$ cat config.mk
export PLATFORM = sky130hd
export DESIGN_NAME = dma_prd_descriptor_builder_flat
export DESIGN_NICKNAME = d
export VERILOG_FILES = /design/src/rtl/dpdb_pkg.sv /design/src/rtl/dpdb_if.sv /design/src/rtl/dma_prd_descriptor_builder.sv /design/src/rtl/dpdb_front.sv /design/src/rtl/dpdb_queue.sv /design/src/rtl/dpdb_back.sv /design/src/flat_wrapper.sv
export SDC_FILE = /design/constraint.sdc
export NUM_CORES = 1
export LEC_CHECK = 0
export ABC_CLOCK_PERIOD_IN_PS = 8100
export BUFFER_PORTS_ARGS = -buffer_cell sky130_fd_sc_hd__buf_2
export CAP_MARGIN = 15
export CORE_ASPECT_RATIO = 1.1
export CORE_MARGIN = 2
export CORE_UTILIZATION = 50
export CTS_CLUSTER_SIZE = 20
export DETAILED_ROUTE_END_ITERATION = 8
export PLACE_DENSITY = 0.68
export SYNTH_ARGS = -nofsm -noshare
export SYNTH_HDL_FRONTEND = slang
export SYNTH_SLANG_ARGS = --single-unit
$ cat constraint.sdc
create_clock -name clk -period 8.1 [get_ports clk]
set_clock_uncertainty 0.15 [all_clocks]
set_input_delay 0.405 -clock clk [delete_from_list [all_inputs] [get_ports clk]]
set_output_delay 0.405 -clock clk [all_outputs]
set_load 0.02 [all_outputs]
$ cat src/rtl/dpdb_pkg.sv
package dpdb_pkg;

  localparam int KIND_W  = 2;
  localparam int COUNT_W = 22;
  localparam int OFFS_W  = 12;
  localparam int FRAME_W = 20;
  localparam int OP_W    = 2;
  localparam int ENTRY_W = 9;
  localparam int ADDR_W  = 32;
  localparam int BYTES_W = 13;

  // Input item kinds.
  localparam logic [KIND_W-1:0] KIND_REQUEST  = 2'd0;
  localparam logic [KIND_W-1:0] KIND_PAGE     = 2'd1;
  localparam logic [KIND_W-1:0] KIND_COMPLETE = 2'd2;

  // Result operations.
  localparam logic [OP_W-1:0] OP_WRITE  = 2'd0;
  localparam logic [OP_W-1:0] OP_CLEAR  = 2'd1;
  localparam logic [OP_W-1:0] OP_ACCEPT = 2'd2;
  localparam logic [OP_W-1:0] OP_REJECT = 2'd3;

  // Commands passed from the front to the back.
  localparam logic [1:0] CMD_REJECT = 2'd0;
  localparam logic [1:0] CMD_WRITE  = 2'd1;
  localparam logic [1:0] CMD_FINISH = 2'd2;

  typedef struct packed {
    logic [1:0]         code;
    logic [ENTRY_W-1:0] entry;
    logic [ADDR_W-1:0]  addr;
    logic [BYTES_W-1:0] bytes;
    logic               eot;
    logic               clear_valid;
    logic [ENTRY_W-1:0] clear_index;
  } cmd_t;

  typedef struct packed {
    logic [OP_W-1:0]    op;
    logic [ENTRY_W-1:0] entry_index;
    logic [ADDR_W-1:0]  phys_addr;
    logic [BYTES_W-1:0] entry_bytes;
    logic               end_of_table;
    logic               last;
  } beat_t;

endpackage

$ cat src/rtl/dpdb_if.sv
interface dpdb_in_if;
  logic        valid;
  logic        ready;
  logic [1:0]  kind;
  logic [21:0] byte_count;
  logic [11:0] start_offset;
  logic [19:0] phys_frame;

  modport source(output valid, kind, byte_count, start_offset, phys_frame, input ready);
  modport sink(input valid, kind, byte_count, start_offset, phys_frame, output ready);
endinterface

interface dpdb_out_if;
  logic        valid;
  logic        ready;
  logic [1:0]  op;
  logic [8:0]  entry_index;
  logic [31:0] phys_addr;
  logic [12:0] entry_bytes;
  logic        end_of_table;
  logic        last;

  modport source(output valid, op, entry_index, phys_addr, entry_bytes, end_of_table, last,
                 input ready);
  modport sink(input valid, op, entry_index, phys_addr, entry_bytes, end_of_table, last,
               output ready);
endinterface

$ cat src/rtl/dma_prd_descriptor_builder.sv
// Channel  Dir  Contents
// item     in   kind, byte_count, start_offset, phys_frame
// result   out  op, entry_index, phys_addr, entry_bytes, end_of_table, last
//
// The front takes one item per cycle unless the command queue is full, and
// posts a command to it (QUEUE_DEPTH entries). The back drains it through a
// registered output at one beat per cycle while result.ready is high: page
// items give one beat, a request's final page two or three, so the sustained
// rate is set by the back's beat count. Synchronous rst clears the table
// state and empties the queue. item.ready drops only while the queue is full.
module dma_prd_descriptor_builder
  import dpdb_pkg::*;
#(
  parameter int TABLE_ENTRIES = 512,
  parameter int PAGE_BYTES    = 4096,
  parameter int QUEUE_DEPTH   = 4
) (
  input  logic       clk,
  input  logic       rst,
  dpdb_in_if.sink    item,
  dpdb_out_if.source result
);

  logic q_push;
  logic q_full;
  logic q_pop;
  logic q_empty;
  cmd_t q_data;
  cmd_t q_head;

  dpdb_front #(
    .TABLE_ENTRIES(TABLE_ENTRIES),
    .PAGE_BYTES   (PAGE_BYTES)
  ) u_front (
    .clk   (clk),
    .rst   (rst),
    .item  (item),
    .q_full(q_full),
    .q_push(q_push),
    .q_data(q_data)
  );

  dpdb_queue #(
    .DEPTH(QUEUE_DEPTH)
  ) u_queue (
    .clk      (clk),
    .rst      (rst),
    .push     (q_push),
    .push_data(q_data),
    .full     (q_full),
    .pop      (q_pop),
    .head     (q_head),
    .empty    (q_empty)
  );

  dpdb_back u_back (
    .clk   (clk),
    .rst   (rst),
    .head  (q_head),
    .empty (q_empty),
    .pop   (q_pop),
    .result(result)
  );

`ifndef SYNTHESIS
  a_no_overflow: assert property (@(posedge clk) disable iff (rst)
    q_push |-> !q_full)
    else $error("command queue overflow");

  a_clear_then_accept: assert property (@(posedge clk) disable iff (rst)
    (result.valid && result.ready && result.op == OP_CLEAR)
      |=> (result.valid && result.op == OP_ACCEPT && result.last))
    else $error("clear beat not followed by accept beat");

  a_reject_last: assert property (@(posedge clk) disable iff (rst)
    (result.valid && (result.op == OP_REJECT || result.op == OP_ACCEPT)) |-> result.last)
    else $error("closing beat without last");

  a_pop_nonempty: assert property (@(posedge clk) disable iff (rst)
    q_pop |-> !q_empty)
    else $error("pop from empty command queue");
`endif

endmodule

$ cat src/rtl/dpdb_front.sv
module dpdb_front
  import dpdb_pkg::*;
#(
  parameter int TABLE_ENTRIES = 512,
  parameter int PAGE_BYTES    = 4096
) (
  input  logic        clk,
  input  logic        rst,
  dpdb_in_if.sink     item,
  input  logic        q_full,
  output logic        q_push,
  output cmd_t        q_data
);

  localparam int FILL_W = $clog2(TABLE_ENTRIES + 1);
  localparam int OFF_W  = $clog2(PAGE_BYTES);
  localparam int SIZE_W = OFF_W + 1;

  logic [FILL_W-1:0]  fill_index, fill_index_next;
  logic [FILL_W-1:0]  request_first, request_first_next;
  logic [COUNT_W-1:0] bytes_left, bytes_left_next;
  logic [OFF_W-1:0]   page_offset, page_offset_next;
  logic               request_active, request_active_next;

  logic               accept;
  logic               table_full;
  logic               full_after;
  logic [OFF_W-1:0]   off;
  logic [SIZE_W-1:0]  size_room;
  logic [SIZE_W-1:0]  size;
  logic [COUNT_W-1:0] left_after;
  logic               done;
  logic [ADDR_W-1:0]  addr;

  assign item.ready = !q_full;
  assign accept     = item.valid && item.ready;
  assign table_full = fill_index >= FILL_W'(TABLE_ENTRIES);
  assign full_after = fill_index == FILL_W'(TABLE_ENTRIES - 1);

  // The first page of a request carries the buffer offset.
  assign off        = (fill_index == request_first) ? page_offset : '0;
  assign size_room  = SIZE_W'(PAGE_BYTES) - {1'b0, off};
  assign size       = (bytes_left < COUNT_W'(size_room)) ? SIZE_W'(bytes_left) : size_room;
  assign left_after = bytes_left - COUNT_W'(size);
  assign done       = left_after == '0;
  assign addr       = (ADDR_W'(item.phys_frame) << OFF_W) + ADDR_W'(off);

  always_comb begin
    fill_index_next     = fill_index;
    request_first_next  = request_first;
    bytes_left_next     = bytes_left;
    page_offset_next    = page_offset;
    request_active_next = request_active;
    q_push              = 1'b0;
    q_data              = '0;
    if (accept) begin
      unique case (item.kind)
        KIND_REQUEST: begin
          if (item.byte_count == '0 || table_full || request_active) begin
            q_push      = 1'b1;
            q_data.code = CMD_REJECT;
          end else begin
            bytes_left_next     = item.byte_count;
            page_offset_next    = OFF_W'(item.start_offset);
            request_first_next  = fill_index;
            request_active_next = 1'b1;
          end
        end
        KIND_PAGE: begin
          if (request_active && !table_full) begin
            q_push            = 1'b1;
            q_data.entry      = ENTRY_W'(fill_index);
            q_data.addr       = addr;
            q_data.bytes      = BYTES_W'(size);
            q_data.eot        = done;
            q_data.clear_index = ENTRY_W'(request_first - FILL_W'(1));
            q_data.clear_valid = request_first != '0;
            fill_index_next   = fill_index + FILL_W'(1);
            bytes_left_next   = left_after;
            if (!done && !full_after) begin
              q_data.code = CMD_WRITE;
            end else begin
              q_data.code         = CMD_FINISH;
              request_active_next = 1'b0;
              bytes_left_next     = '0;
            end
          end
        end
        KIND_COMPLETE: begin
          fill_index_next     = '0;
          request_first_next  = '0;
          bytes_left_next     = '0;
          page_offset_next    = '0;
          request_active_next = 1'b0;
        end
        default: begin
        end
      endcase
    end
  end

  always_ff @(posedge clk) begin
    if (rst) begin
      fill_index     <= '0;
      request_first  <= '0;
      bytes_left     <= '0;
      page_offset    <= '0;
      request_active <= 1'b0;
    end else begin
      fill_index     <= fill_index_next;
      request_first  <= request_first_next;
      bytes_left     <= bytes_left_next;
      page_offset    <= page_offset_next;
      request_active <= request_active_next;
    end
  end

endmodule

$ cat src/rtl/dpdb_queue.sv
module dpdb_queue
  import dpdb_pkg::*;
#(
  parameter int DEPTH = 4
) (
  input  logic clk,
  input  logic rst,
  input  logic push,
  input  cmd_t push_data,
  output logic full,
  input  logic pop,
  output cmd_t head,
  output logic empty
);

  localparam int PTR_W = (DEPTH > 1) ? $clog2(DEPTH) : 1;
  localparam int CNT_W = $clog2(DEPTH + 1);

  cmd_t             slots [DEPTH];
  logic [PTR_W-1:0] wr_ptr;
  logic [PTR_W-1:0] rd_ptr;
  logic [CNT_W-1:0] count;

  assign full  = count == CNT_W'(DEPTH);
  assign empty = count == '0;
  assign head  = slots[rd_ptr];

  always_ff @(posedge clk) begin
    if (push) begin
      slots[wr_ptr] <= push_data;
    end
  end

  always_ff @(posedge clk) begin
    if (rst) begin
      wr_ptr <= '0;
      rd_ptr <= '0;
      count  <= '0;
    end else begin
      if (push) begin
        wr_ptr <= (wr_ptr == PTR_W'(DEPTH - 1)) ? '0 : wr_ptr + PTR_W'(1);
      end
      if (pop) begin
        rd_ptr <= (rd_ptr == PTR_W'(DEPTH - 1)) ? '0 : rd_ptr + PTR_W'(1);
      end
      if (push && !pop) begin
        count <= count + CNT_W'(1);
      end else if (pop && !push) begin
        count <= count - CNT_W'(1);
      end
    end
  end

endmodule

$ cat src/rtl/dpdb_back.sv
module dpdb_back
  import dpdb_pkg::*;
(
  input  logic       clk,
  input  logic       rst,
  input  cmd_t       head,
  input  logic       empty,
  output logic       pop,
  dpdb_out_if.source result
);

  logic [1:0] step;
  logic       out_valid;
  beat_t      out_beat;
  beat_t      beat;
  logic       final_beat;
  logic       load;

  assign load = !out_valid || result.ready;
  assign pop  = load && !empty && final_beat;

  // A finishing command expands to write, optional clear, then accept.
  always_comb begin
    beat       = '0;
    final_beat = 1'b1;
    unique case (head.code)
      CMD_WRITE: begin
        beat.op          = OP_WRITE;
        beat.entry_index = head.entry;
        beat.phys_addr   = head.addr;
        beat.entry_bytes = head.bytes;
        beat.last        = 1'b1;
      end
      CMD_FINISH: begin
        if (step == 2'd0) begin
          beat.op           = OP_WRITE;
          beat.entry_index  = head.entry;
          beat.phys_addr    = head.addr;
          beat.entry_bytes  = head.bytes;
          beat.end_of_table = head.eot;
          final_beat        = 1'b0;
        end else if (step == 2'd1 && head.clear_valid) begin
          beat.op          = OP_CLEAR;
          beat.entry_index = head.clear_index;
          final_beat       = 1'b0;
        end else begin
          beat.op   = OP_ACCEPT;
          beat.last = 1'b1;
        end
      end
      default: begin
        beat.op   = OP_REJECT;
        beat.last = 1'b1;
      end
    endcase
  end

  always_ff @(posedge clk) begin
    if (rst) begin
      step      <= '0;
      out_valid <= 1'b0;
    end else if (load) begin
      out_valid <= !empty;
      if (!empty) begin
        step <= final_beat ? 2'd0 : step + 2'd1;
      end
    end
  end

  always_ff @(posedge clk) begin
    if (load && !empty) begin
      out_beat <= beat;
    end
  end

  assign result.valid        = out_valid;
  assign result.op           = out_beat.op;
  assign result.entry_index  = out_beat.entry_index;
  assign result.phys_addr    = out_beat.phys_addr;
  assign result.entry_bytes  = out_beat.entry_bytes;
  assign result.end_of_table = out_beat.end_of_table;
  assign result.last         = out_beat.last;

endmodule
$ cat src/flat_wrapper.sv
// flat-port wrapper written by rule: the top's interface ports become plain ports
module dma_prd_descriptor_builder_flat import dpdb_pkg::*;
#(
  parameter int TABLE_ENTRIES = 512,
  parameter int PAGE_BYTES    = 4096,
  parameter int QUEUE_DEPTH   = 4
)
  (clk, rst, item_valid, item_kind, item_byte_count, item_start_offset, item_phys_frame, item_ready, result_valid, result_op, result_entry_index, result_phys_addr, result_entry_bytes, result_end_of_table, result_last, result_ready);
  dpdb_in_if item_i ();
  dpdb_out_if result_i ();
  input  logic clk;
  input  logic rst;
  input wire logic [$bits(item_i.valid)-1:0] item_valid;
  input wire logic [$bits(item_i.kind)-1:0] item_kind;
  input wire logic [$bits(item_i.byte_count)-1:0] item_byte_count;
  input wire logic [$bits(item_i.start_offset)-1:0] item_start_offset;
  input wire logic [$bits(item_i.phys_frame)-1:0] item_phys_frame;
  output wire logic [$bits(item_i.ready)-1:0] item_ready;
  output wire logic [$bits(result_i.valid)-1:0] result_valid;
  output wire logic [$bits(result_i.op)-1:0] result_op;
  output wire logic [$bits(result_i.entry_index)-1:0] result_entry_index;
  output wire logic [$bits(result_i.phys_addr)-1:0] result_phys_addr;
  output wire logic [$bits(result_i.entry_bytes)-1:0] result_entry_bytes;
  output wire logic [$bits(result_i.end_of_table)-1:0] result_end_of_table;
  output wire logic [$bits(result_i.last)-1:0] result_last;
  input wire logic [$bits(result_i.ready)-1:0] result_ready;
  assign item_i.valid = item_valid;
  assign item_i.kind = item_kind;
  assign item_i.byte_count = item_byte_count;
  assign item_i.start_offset = item_start_offset;
  assign item_i.phys_frame = item_phys_frame;
  assign item_ready = item_i.ready;
  assign result_valid = result_i.valid;
  assign result_op = result_i.op;
  assign result_entry_index = result_i.entry_index;
  assign result_phys_addr = result_i.phys_addr;
  assign result_entry_bytes = result_i.entry_bytes;
  assign result_end_of_table = result_i.end_of_table;
  assign result_last = result_i.last;
  assign result_i.ready = result_ready;
  dma_prd_descriptor_builder #(.TABLE_ENTRIES(TABLE_ENTRIES), .PAGE_BYTES(PAGE_BYTES), .QUEUE_DEPTH(QUEUE_DEPTH)) u_core (.clk(clk), .rst(rst), .item(item_i), .result(result_i));
endmodule
==> results of run 1 <==
[worst max-delay path, delay by kind of cell, from the launching register on]
family	cells	cell delay (ps)
AO/OA/AOI/OAI	11	2690
XOR/XNOR	1	160
adder cells (fa/ha/maj)	4	1160
buffers and inverters	2	360
flip-flops	1	430
multiplexers	1	390
AND/OR/NAND/NOR	8	2090
[worst paths after layout]
kind                                        startpoint                                         to  slack, ps  cells past startpoint
max          u_core.u_front.fill_index[3]$_SDFFE_PP0P_  u_core.u_front.bytes_left[7]$_SDFFE_PP0P_        510                     27
min                                       result_ready    u_core.u_back.result.valid$_SDFFE_PP0N_         10                      4
max reg2reg  u_core.u_front.fill_index[3]$_SDFFE_PP0P_  u_core.u_front.bytes_left[7]$_SDFFE_PP0P_        510                     27
min reg2reg         u_core.u_back.step[1]$_SDFFE_PP0P_         u_core.u_back.step[1]$_SDFFE_PP0P_        330                      2
[layer usage]
metal | track usage | share of wire | up-vias
li1 | - | - | 4954
met2 | 0.342 | 0.47 | 319
met5 | 0 | 0 | -
met1 | 0.291 | 0.45 | 5301
met4 | 0.0624 | 0.022 | 0
met3 | 0.0354 | 0.055 | 48
[registers in the layout, indices dropped and copies added, names as in the netlist, named ones only]
signal,count
u_core.u_back.step,2
u_core.u_queue.rd_ptr,2
u_core.u_queue.wr_ptr,2
u_core.u_front.bytes_left,22
u_core.u_front.request_active,1
u_core.u_back.result.phys_addr,32
u_core.u_back.result.entry_bytes,13
u_core.u_back.result.valid,1
u_core.u_front.fill_index,10
u_core.u_front.request_first,10
u_core.u_back.result.end_of_table,1
u_core.u_queue.count,3
u_core.u_back.result.last,1
u_core.u_back.result.op,2
u_core.u_back.result.entry_index,9
u_core.u_queue.slots,268
u_core.u_front.page_offset,12
[kinds of logic (layout without fill, tap and decap cells)]
group	after synthesis	in the layout	share of synthesized area
XOR/XNOR	40	40	0.0200
AO/OA/AOI/OAI	177	177	0.0677
AND/OR/NAND/NOR	395	395	0.121
adder cells (fa/ha/maj)	45	45	0.0331
flip-flops	393	393	0.637
multiplexers	86	86	0.0980
buffers and inverters	106	253	0.0235
[layout make-up]
type,instances,area share
sequential,393,0.562
multi-input combinational,743,0.300
clock buffer,58,0.0560
timing repair buffer,139,0.0382
tap,438,0.0277
inverter,43,0.00815
clock inverter,13,0.00733
[through the flow]
stage / instances / area [µm²] / utilization / hold WS, ps / total power [W]
2_1_floorplan: 1242 / 17500 / - / 282 / 0.00397
3_3_place_gp: 1752 / 18500 / 0.540 / 290 / 0.00451
3_5_place_dp: 1752 / 18500 / 0.540 / 326 / 0.00452
4_1_cts: 1827 / 19800 / 0.578 / 0.819 / 0.00629
5_1_grt: 1827 / 19800 / 0.578 / 3.48 / 0.00654
6_report: 1827 / 19800 / 0.578 / 12.0 / 0.00624
[power breakdown]
group | internal [W] | total (W) | leakage (nW) | switching, W
registers | 0.00245 | 0.00256 | 3.47 | 0.000117
logic | 0.000730 | 0.00191 | 2.83 | 0.00118
clock network | 0.00105 | 0.00177 | 0.605 | 0.000719
total | 0.00422 | 0.00624 | 6.90 | 0.00202
[cell usage in the layout, fill, tap and decap left out, types with 18 or more instances in the layout]
cell / count
edfxtp_1: 326
buf_2: 119
nor2_1: 85
a21oi_1: 69
nand2_1: 67
mux4_2: 67
dfxtp_1: 65
nor2b_1: 49
ha_1: 43
inv_1: 42
clkbuf_16: 41
and2_1: 33
xnor2_1: 25
and3_1: 25
o21ai_0: 20
nand3b_1: 20
nor3_1: 19
nand3_1: 19
or3_1: 18
==> key figures, run 1 <==
Synth
  – Post-Synthesis Cells: 1242
  – Distinct cell type count after synthesis: 66
  – Most area-consuming cells after synthesis: edfxtp_1, mux4_2, dfxtp_1
  – Mapped Area: 17500 µm²
  – #FFs+latches synth: 393
  – Top cell type by total area after synthesis: edfxtp_1
  – Cell with the most instances after synthesis: edfxtp_1
  – Mean Syn Cell Area: 14.1 µm²
  – Seq/Total Area, Yosys: 0.637
  – Post-synth top area share: 0.560
  – Net count after synthesis: 1347
  – Post-synth EDFFs: 326
  – Warnings from Yosys: 0
  – Ys flop type: edfxtp_1
  – Synth top cells by count: edfxtp_1, nor2_1, a21oi_1
  – Post-synth ARST share: 0

Routing
  – DR vias: 10600
  – Routed length per instance: 20.7 µm
  – Drt drc: 0
  – Pre-Repair DR Iteration Count: 5
  – Routed Antenna Nets: 0
  – Initial detailed-routing violation count: 763
  – Drt total wl: 37.8 mm
  – Post-DR vias/cell: 5.81

STA
  – Worst Tran Pin Value: 1070 ps
  – Fmax: 132 MHz
  – Setup TNS Final: 0 ps
  – Min setup slack post-route: 508 ps
  – Relative slew margins: 0.284
  – Slew Viols, Final: 0
  – Tcrit/Tclk final: 0.937
  – Fin. Hold Viols: 0
  – Final Critical Period: 7590 ps
  – Setup violators final: 0
  – RSZ-0062 raised after global routing: false

Clock tree
  – Clock slew at reported path FFs: 60 ps
  – Number of setup buffers added after CTS: 0
  – Post_cts resized: 0
  – # hold bufs at CTS: 4
  – H-tree lvl count: 2
  – Num CTS Buffers: 39
  – Clock latency on the worst-skew pair: 530 ps
  – CTS tree: built
  – CTS Root Cell: clkbuf_16
  – Sink Count: 393
  – Clock Tree Buf Depth: 3

Worst setup path
  – CP Class: register to register
  – CP required: 8330 ps
  – Worst path max stage delay: 510 ps
  – Most used cell, CP: ha_1
  – Max FO, Critical Path: 29
  – Worst path slowest cell: or4_1
  – Crit. End Element: register
  – Startpoint types: register
  – WP data arrival: 7830 ps

Placed design
  – Placement Setup Slack: 599 ps
  – Gpl congestion: 0.909
  – HPWL Detailed: 24.2 mm
  – Buffers on Ports: 119

Global route
  – Gr ovfl total: 0
  – Global-route wire length before repair: 59.0 mm
  – Largest net degree at the start of global routing: 63
  – Vias in the first global route: 10500
  – Antenna violations before repair: 0
  – Tot GR Track Use: 0.209

Die
  – Die Span Y: 200 µm
  – Initial Util: 0.510
  – Core ar.: 34300 µm²
  – Row count: 71
  – Ports: 120
  – Die area: 36500 µm²
  – Die X: 182 µm

Power and ir drop
  – Pwr dens: 315 nW/µm²
  – Leakage power: 6.90 nW
  – Max VDD drop: 0.217 mV

Final layout
  – Fill cell count: 2732
  – Multi-input logic area: 5950 µm²
  – Reg area: 11100 µm²
  – Layout net count: 1464
  – Ant. Diodes: 0
  – Share of post-route cells with drive strength above 1: 0.207
  – Area Overhead vs Synth: 13.3%

Run status
  – Status: completed

Flow run
  – Max Cap Viol: 0

Hold path
  – Min-Delay Path Class: input pin to register
Power figures use the tool's default switching activity.
==> run 2: changes to the inputs <==
Settings changed: ABC_AREA set to 1, CAP_MARGIN 15 to 20.
==> run 2 against run 1 <==
  * Sequential share of layout area fell by 1.1 points
  * Largest cell class unchanged
  * Critical path depth increased by 12
  * Register-to-register slack improved by 940 ps
  * Flip-flop and latch count stayed put
  * Final cell count is 32% higher
  * Via count is 25% higher
  * Total power grew 8.6%
  * Die area rose by 2.4%
  * Maximum frequency grew 14%
==> key figures, run 2 <==
Synth
  – Mean Syn Cell Area: 9.90 µm²
  – Warnings from Yosys: 0
  – #FFs+latches synth: 393
  – Largest family of logic cells by synthesized area: simple AND/OR/NAND/NOR gates
  – Post-synth top area share: 0.547
  – Seq/Total Area, Yosys: 0.622
  – Mux share of post-synthesis cell area: 0
  – Post-synth ARST share: 0
  – Compound-cell area share of the yosys netlist: 0.114
  – Cell with the most instances after synthesis: nor2_1
  – Adder-cell area share of the yosys netlist: 0.0323
  – Distinct cell type count after synthesis: 48
  – Post-synth EDFFs: 326
  – Top cell type by total area after synthesis: edfxtp_1
  – Synth top cells by count: nor2_1, edfxtp_1, nand2_1
  – Most area-consuming cells after synthesis: edfxtp_1, nor2_1, dfxtp_1
  – Synth Area in Simple Gates: 0.171
  – Post-Synthesis Cells: 1808
  – Ys flop type: edfxtp_1
  – Xor/xnor cell area share of the yosys netlist: 0.00880
  – Net count after synthesis: 1913
  – Mapped Area: 17900 µm²

Clock tree
  – Number of setup buffers added after CTS: 0
  – Clock latency on the worst-skew pair: 540 ps
  – Num CTS Buffers: 40
  – Clock slew at reported path FFs: 60 ps
  – Post_cts resized: 0
  – CTS Root Cell: clkbuf_16
  – H-tree lvl count: 2
  – # hold bufs at CTS: 0
  – Clock Tree Buf Depth: 3
  – Sink Count: 393
  – CTS tree: built

Worst setup path
  – Worst Reg-to-Reg Cells: 39
  – Worst R2R Setup Slack: 1440 ps
  – Max FO, Critical Path: 26
  – Startpoint types: register
  – WP data arrival: 6930 ps
  – WP depth: 39
  – Crit. End Element: register
  – Worst path max stage delay: 440 ps
  – Bufs and invs on worst path: 5
  – CP Class: register to register
  – Top delay family on crit path: simple AND/OR/NAND/NOR gates
  – Most used cell, CP: nand2_1
  – Worst path slowest cell: nor3_2
  – CP required: 8380 ps

Final layout
  – Fill cell count: 2989
  – Layout net count: 2007
  – Post-Layout Cell Count: 2412
  – Commonest non-fill, non-tap cells in the layout: nor2_1, edfxtp_1, nand2_1
  – Largest Register: u_core.u_queue.slots
  – Max FFs per register: 268
  – Commonest non-fill, non-tap cell in the layout: nor2_1
  – Ant. Diodes: 0
  – Final Util: 0.573
  – Area Overhead vs Synth: 12.8%
  – Finished layout cell area: 20200 µm²
  – Share of post-route cells with drive strength above 1: 0.124

Global route
  – Tot GR Track Use: 0.233
  – Largest net degree at the start of global routing: 87
  – Antenna violations before repair: 0
  – Global-route wire length before repair: 68.1 mm
  – Vias in the first global route: 12900
  – Gr ovfl total: 0

Placed design
  – Gpl congestion: 0.961
  – Post-Place Cells: 2340
  – Buffers on Ports: 119
  – Post-place instance area: 18900 µm²
  – HPWL Detailed: 27.0 mm

Die
  – Die X: 184 µm
  – Ports: 120
  – Row count: 72
  – Die Span Y: 202 µm
  – Core ar.: 35200 µm²
  – Initial Util: 0.508
  – Die area: 37300 µm²

Routing
  – Routed Antenna Nets: 0
  – Drt drc: 0
  – Post-DR vias/cell: 5.51
  – Pre-Repair DR Iteration Count: 5
  – Drt total wl: 43.2 mm
  – Initial detailed-routing violation count: 1137
  – Routed length per instance: 17.9 µm
  – DR vias: 13300

Power and ir drop
  – Leakage power: 7.75 nW
  – Max VDD drop: 0.239 mV
  – Pwr dens: 335 nW/µm²

STA
  – Fin. Hold Viols: 0
  – Worst Tran Pin Value: 1040 ps
  – Tcrit/Tclk final: 0.822
  – Slew Viols, Final: 0
  – RSZ-0062 raised after global routing: false
  – Setup TNS Final: 0 ps
  – Relative slew margins: 0.305
  – Setup violators final: 0
  – Final Critical Period: 6660 ps
  – Fmax: 150 MHz

Flow run
  – Max Cap Viol: 0

Hold path
  – Worst hold stages: 3
  – Min-Delay Path Class: input pin to register

Run status
  – Status: completed
[run 2: changes by cell type after synthesis, moves of 32 or more]
| cell | change |
|---|---|
| nor2b_1 | -49 |
| mux4_2 | -67 |
| nand2_1 | +162 |
| nand3_1 | +32 |
| and2_1 | -37 |
| nor2_1 | +276 |
| a21oi_1 | +87 |
| inv_1 | +96 |
| o21ai_0 | +139 |
[run 2: worst register-to-register path: cells and delay by family, from the launching register on]
family | cells | cell delay (ps)
simple gates | 27 | 3870
fa+ha+maj | 4 | 1080
buf+inv | 5 | 590
compound gates | 3 | 520
flops | 1 | 360
[run 2: area by class of cell]
type	instances	area, µm²	area share
Clock buffer	54	1130	0.0558
Clock inverter	17	121	0.00601
Inverter	159	601	0.0297
Multi-Input combinational cell	1173	5880	0.291
Sequential cell	393	11100	0.551
Tap cell	481	602	0.0298
Timing Repair Buffer	135	723	0.0358
[run 2: power by group]
part | total, W | internal, W | switching [W]
registers | 0.00260 | 0.00248 | 0.000127
clock network | 0.00174 | 0.00101 | 0.000734
logic | 0.00243 | 0.000722 | 0.00171
[run 2: final timing paths]
check                                                   from                                         end
hold / removal                           item_byte_count[16]  u_core.u_front.bytes_left[16]$_SDFFE_PP0P_
hold reg to reg   u_core.u_front.page_offset[7]$_SDFFE_PP0P_  u_core.u_front.page_offset[7]$_SDFFE_PP0P_
setup reg to reg   u_core.u_front.fill_index[0]$_SDFFE_PP0P_  u_core.u_front.request_active$_SDFFE_PP0P_
setup / recovery   u_core.u_front.fill_index[0]$_SDFFE_PP0P_  u_core.u_front.request_active$_SDFFE_PP0P_
[run 2: per-stage QoR]
| step | power, W | worst slack, ps | hold WS (ps) |
|---|---|---|---|
| final | 0.00677 | 1440 | 26.6 |
| after detailed placement | 0.00506 | 1550 | 319 |
| after global routing | 0.00722 | 684 | 24.7 |
| after floorplan | 0.00436 | 2460 | 287 |
| after CTS | 0.00681 | 1530 | 6.24 |
| after global placement | 0.00502 | 1740 | 312 |
[run 2: logic make-up after synthesis]
| group | count (synthesis) |
|---|---|
| AOI/OAI and AO/OA | 378 |
| xor gates and xnor gates | 18 |
| adders and majority gates | 45 |
| and+or+nand+nor | 732 |
| buffers and inverters | 242 |
| DFF | 393 |
[run 2: metal layers]
metal | GRT usage | up-vias | part of all wire
li1 | - | 6428 | -
met3 | 0.0355 | 75 | 0.065
met5 | 0 | - | 0
met1 | 0.322 | 6332 | 0.45
met2 | 0.377 | 464 | 0.47
met4 | 0.0800 | 0 | 0.024
==> run 3: changes to the inputs <==
Settings changed: ABC_AREA 1 to 0, ABC_CLOCK_PERIOD_IN_PS 8100 to 5400, PLACE_DENSITY 0.68 to 0.71.
Clock period 8.1 ns to 5.4 ns, I/O delays scaled along.
==> run 3 against run 2 <==
  * The run now ends with negative hold slack, negative setup slack left
  * Critical path depth shrank 12
  * Via count shrank 12%
  * Register-to-register slack lost 2400 ps
  * Final area grew 9.3%
  * Global-route usage shrank 0.43 points
  * Final cell count shrank 15%
  * Routed wire length shrank 4.3%
  * Sequential power grew 48%
  * Clock power grew 55%
  * Sequential share of layout area shrank 4.7 points
==> key figures, run 3 (same netlist as run 1, synthesis figures left out) <==
Clock tree
  – Num CTS Buffers: 40
  – H-tree lvl count: 2
  – CTS Root Cell: clkbuf_16
  – CTS tree: built
  – Clock latency on the worst-skew pair: 550 ps
  – Sink Count: 393
  – Clock Tree Buf Depth: 3
  – # hold bufs at CTS: 46
  – Clock slew at reported path FFs: 60 ps

Routing
  – Pre-Repair DR Iteration Count: 8
  – Routed length per instance: 20.3 µm
  – DR vias: 11700
  – Drt total wl: 41.4 mm
  – Drt drc: 0
  – Routed Antenna Nets: 0
  – Post-DR vias/cell: 5.72
  – Initial detailed-routing violation count: 966

Run status
  – Violated checks: negative hold slack, negative setup slack
  – Status: finished with violations

Power and ir drop
  – Leakage power: 8.06 nW
  – Max VDD drop: 0.251 mV
  – Pwr dens: 468 nW/µm²

Final layout
  – Commonest non-fill, non-tap cell in the layout: edfxtp_1
  – Max FFs per register: 268
  – Commonest non-fill, non-tap cells in the layout: edfxtp_1, buf_4, buf_2
  – Final Util: 0.644
  – Finished layout cell area: 22100 µm²
  – Area Overhead vs Synth: 26.3%
  – Largest Register: u_core.u_queue.slots
  – Ant. Diodes: 0
  – Fill cell count: 2477
  – Layout net count: 1677
  – Share of post-route cells with drive strength above 1: 0.332
  – Multi-input logic area: 6400 µm²
  – Reg area: 11100 µm²

Placed design
  – Post-place instance area: 19900 µm²
  – Buffers on Ports: 119
  – HPWL Detailed: 26.8 mm
  – Gpl congestion: 0.951

Global route
  – Antenna violations before repair: 1
  – Gr ovfl total: 0
  – Vias in the first global route: 11700
  – Tot GR Track Use: 0.229
  – Largest net degree at the start of global routing: 68
  – Global-route wire length before repair: 64.5 mm

STA
  – Tcrit/Tclk final: 1.18
  – Fmax: 157 MHz
  – Fin. Hold Viols: 8
  – Setup violators final: 35
  – Hold slack: -79.5 ps
  – Relative slew margins: 0.345
  – Min setup slack post-route: -970 ps
  – Final Critical Period: 6370 ps
  – RSZ-0062 raised after global routing: true
  – Worst Tran Pin Value: 982 ps
  – Slew Viols, Final: 0
  – Setup TNS Final: -24640 ps

Worst setup path
  – Worst R2R Setup Slack: -970 ps
  – Startpoint types: register
  – Max FO, Critical Path: 6
  – Critical R2R Launch: u_core.u_front.request_first[4]$_SDFFE_PP0P_
  – CP required: 5680 ps
  – WP data arrival: 6650 ps
  – Crit. End Element: register
  – CP Class: register to register
  – Crit Reg-Reg Endpoint: u_core.u_front.bytes_left[1]$_SDFFE_PP0P_
  – Worst Reg-to-Reg Cells: 27

Die
  – Initial Util: 0.510
  – Core ar.: 34300 µm²
  – Die X: 182 µm
  – Die Span Y: 200 µm
  – Die area: 36500 µm²
  – Row count: 71
  – Ports: 120

Hold path
  – Min-Delay Path Class: input pin to register
  – Worst hold start: rst
  – Worst hold stages: 2
  – Hold EP: u_core.u_front.bytes_left[18]$_SDFFE_PP0P_

Flow run
  – Max Cap Viol: 0
-- run 3: changes by cell type in the layout (fill, tap and decap cells not counted), sizes merged, moves of 20 or more --
cell | previous run | this run
nor2 | 367 | 86
nand2 | 237 | 67
buf | 135 | 304
o21ai | 170 | 22
inv | 155 | 46
a21oi | 157 | 69
mux4 | 0 | 67
nor2b | 0 | 49
dlygate4sd3 | 0 | 46
and2 | 0 | 37
nand3 | 52 | 19
and3 | 0 | 25
nand4 | 35 | 10
xnor2 | 5 | 25
-- run 3: timing repair --
action | CTS | global route
pin swaps | 39 | 8
cloned | 1 | 0
endpoints found under the setup margin | 35 | 35
gates resized for setup | 62 | 16
setup buffers | 3 | 3
hold endpoints to repair | 106 | 7
-- run 3: per-layer routing --
layer  up-vias  track usage  routed length [µm]
met5         -            0                  13
met1      5818        0.311               17600
met4         2       0.0639                 844
li1       5386            -                   -
met3        63       0.0401                2510
met2       404        0.384               20400
-- run 3: power by group --
part	internal (W)	switching [W]	total [W]	leakage, nW
combinational	0.00173	0.00207	0.00380	3.96
sequential	0.00367	0.000169	0.00384	3.48
clock	0.00154	0.00115	0.00269	0.621
total	0.00694	0.00338	0.0103	8.06
-- run 3: worst max-delay path by stage --
stage                                            startpoint                                          to  slack (ps)
2_1_floorplan  u_core.u_front.request_first[0]$_SDFFE_PP0P_  u_core.u_front.bytes_left[12]$_SDFFE_PP0P_       -1160
3_3_place_gp   u_core.u_front.request_first[0]$_SDFFE_PP0P_  u_core.u_front.bytes_left[18]$_SDFFE_PP0P_       -1240
3_5_place_dp   u_core.u_front.request_first[9]$_SDFFE_PP0P_  u_core.u_front.bytes_left[19]$_SDFFE_PP0P_       -1400
4_1_cts        u_core.u_front.request_first[8]$_SDFFE_PP0P_  u_core.u_front.bytes_left[19]$_SDFFE_PP0P_        -940
5_1_grt        u_core.u_front.request_first[4]$_SDFFE_PP0P_  u_core.u_front.bytes_left[18]$_SDFFE_PP0P_       -1220
6_report       u_core.u_front.request_first[4]$_SDFFE_PP0P_   u_core.u_front.bytes_left[1]$_SDFFE_PP0P_        -970
-- run 3: cell type report --
| cell class | instances | share of cell area |
|---|---|---|
| clock buffer | 56 | 0.0499 |
| clock inverter | 18 | 0.00811 |
| sequential | 393 | 0.505 |
| inverter | 43 | 0.00731 |
| timing repair buffer | 350 | 0.115 |
| multi-input combinational | 744 | 0.290 |
| tap | 438 | 0.0248 |
-- run 3: metrics by stage --
stage	power, W	cells	setup slack [ps]
3_5_place_dp	0.00744	1915	-1400
6_report	0.0103	2042	-970
2_1_floorplan	0.00599	1242	-1160
3_3_place_gp	0.00740	1915	-1240
4_1_cts	0.0103	2038	-939
5_1_grt	0.0108	2042	-1220
-- run 3: worst max-delay path, cell delays in order, from the launching register on --
cell      delay [ps]
dfxtp_2          320
xnor2_1          150
nand4_1          190
nor4_4           260
buf_6            170
nand2_4           60
ha_4             190
xnor2_2          150
ha_1             320
a21o_1           180
a21oi_2          120
nor2b_1           60
o31ai_1          170
nor2b_2          220
o21ai_4          110
mux2i_2          260
ha_2             250
inv_2             50
fa_2             360
a21o_1           210
a221oi_4         270
o21ai_1          130
a22o_1           270
or4_1            410
or4b_4           510
o31a_4           350
a221oi_2         300
nor3_1            90
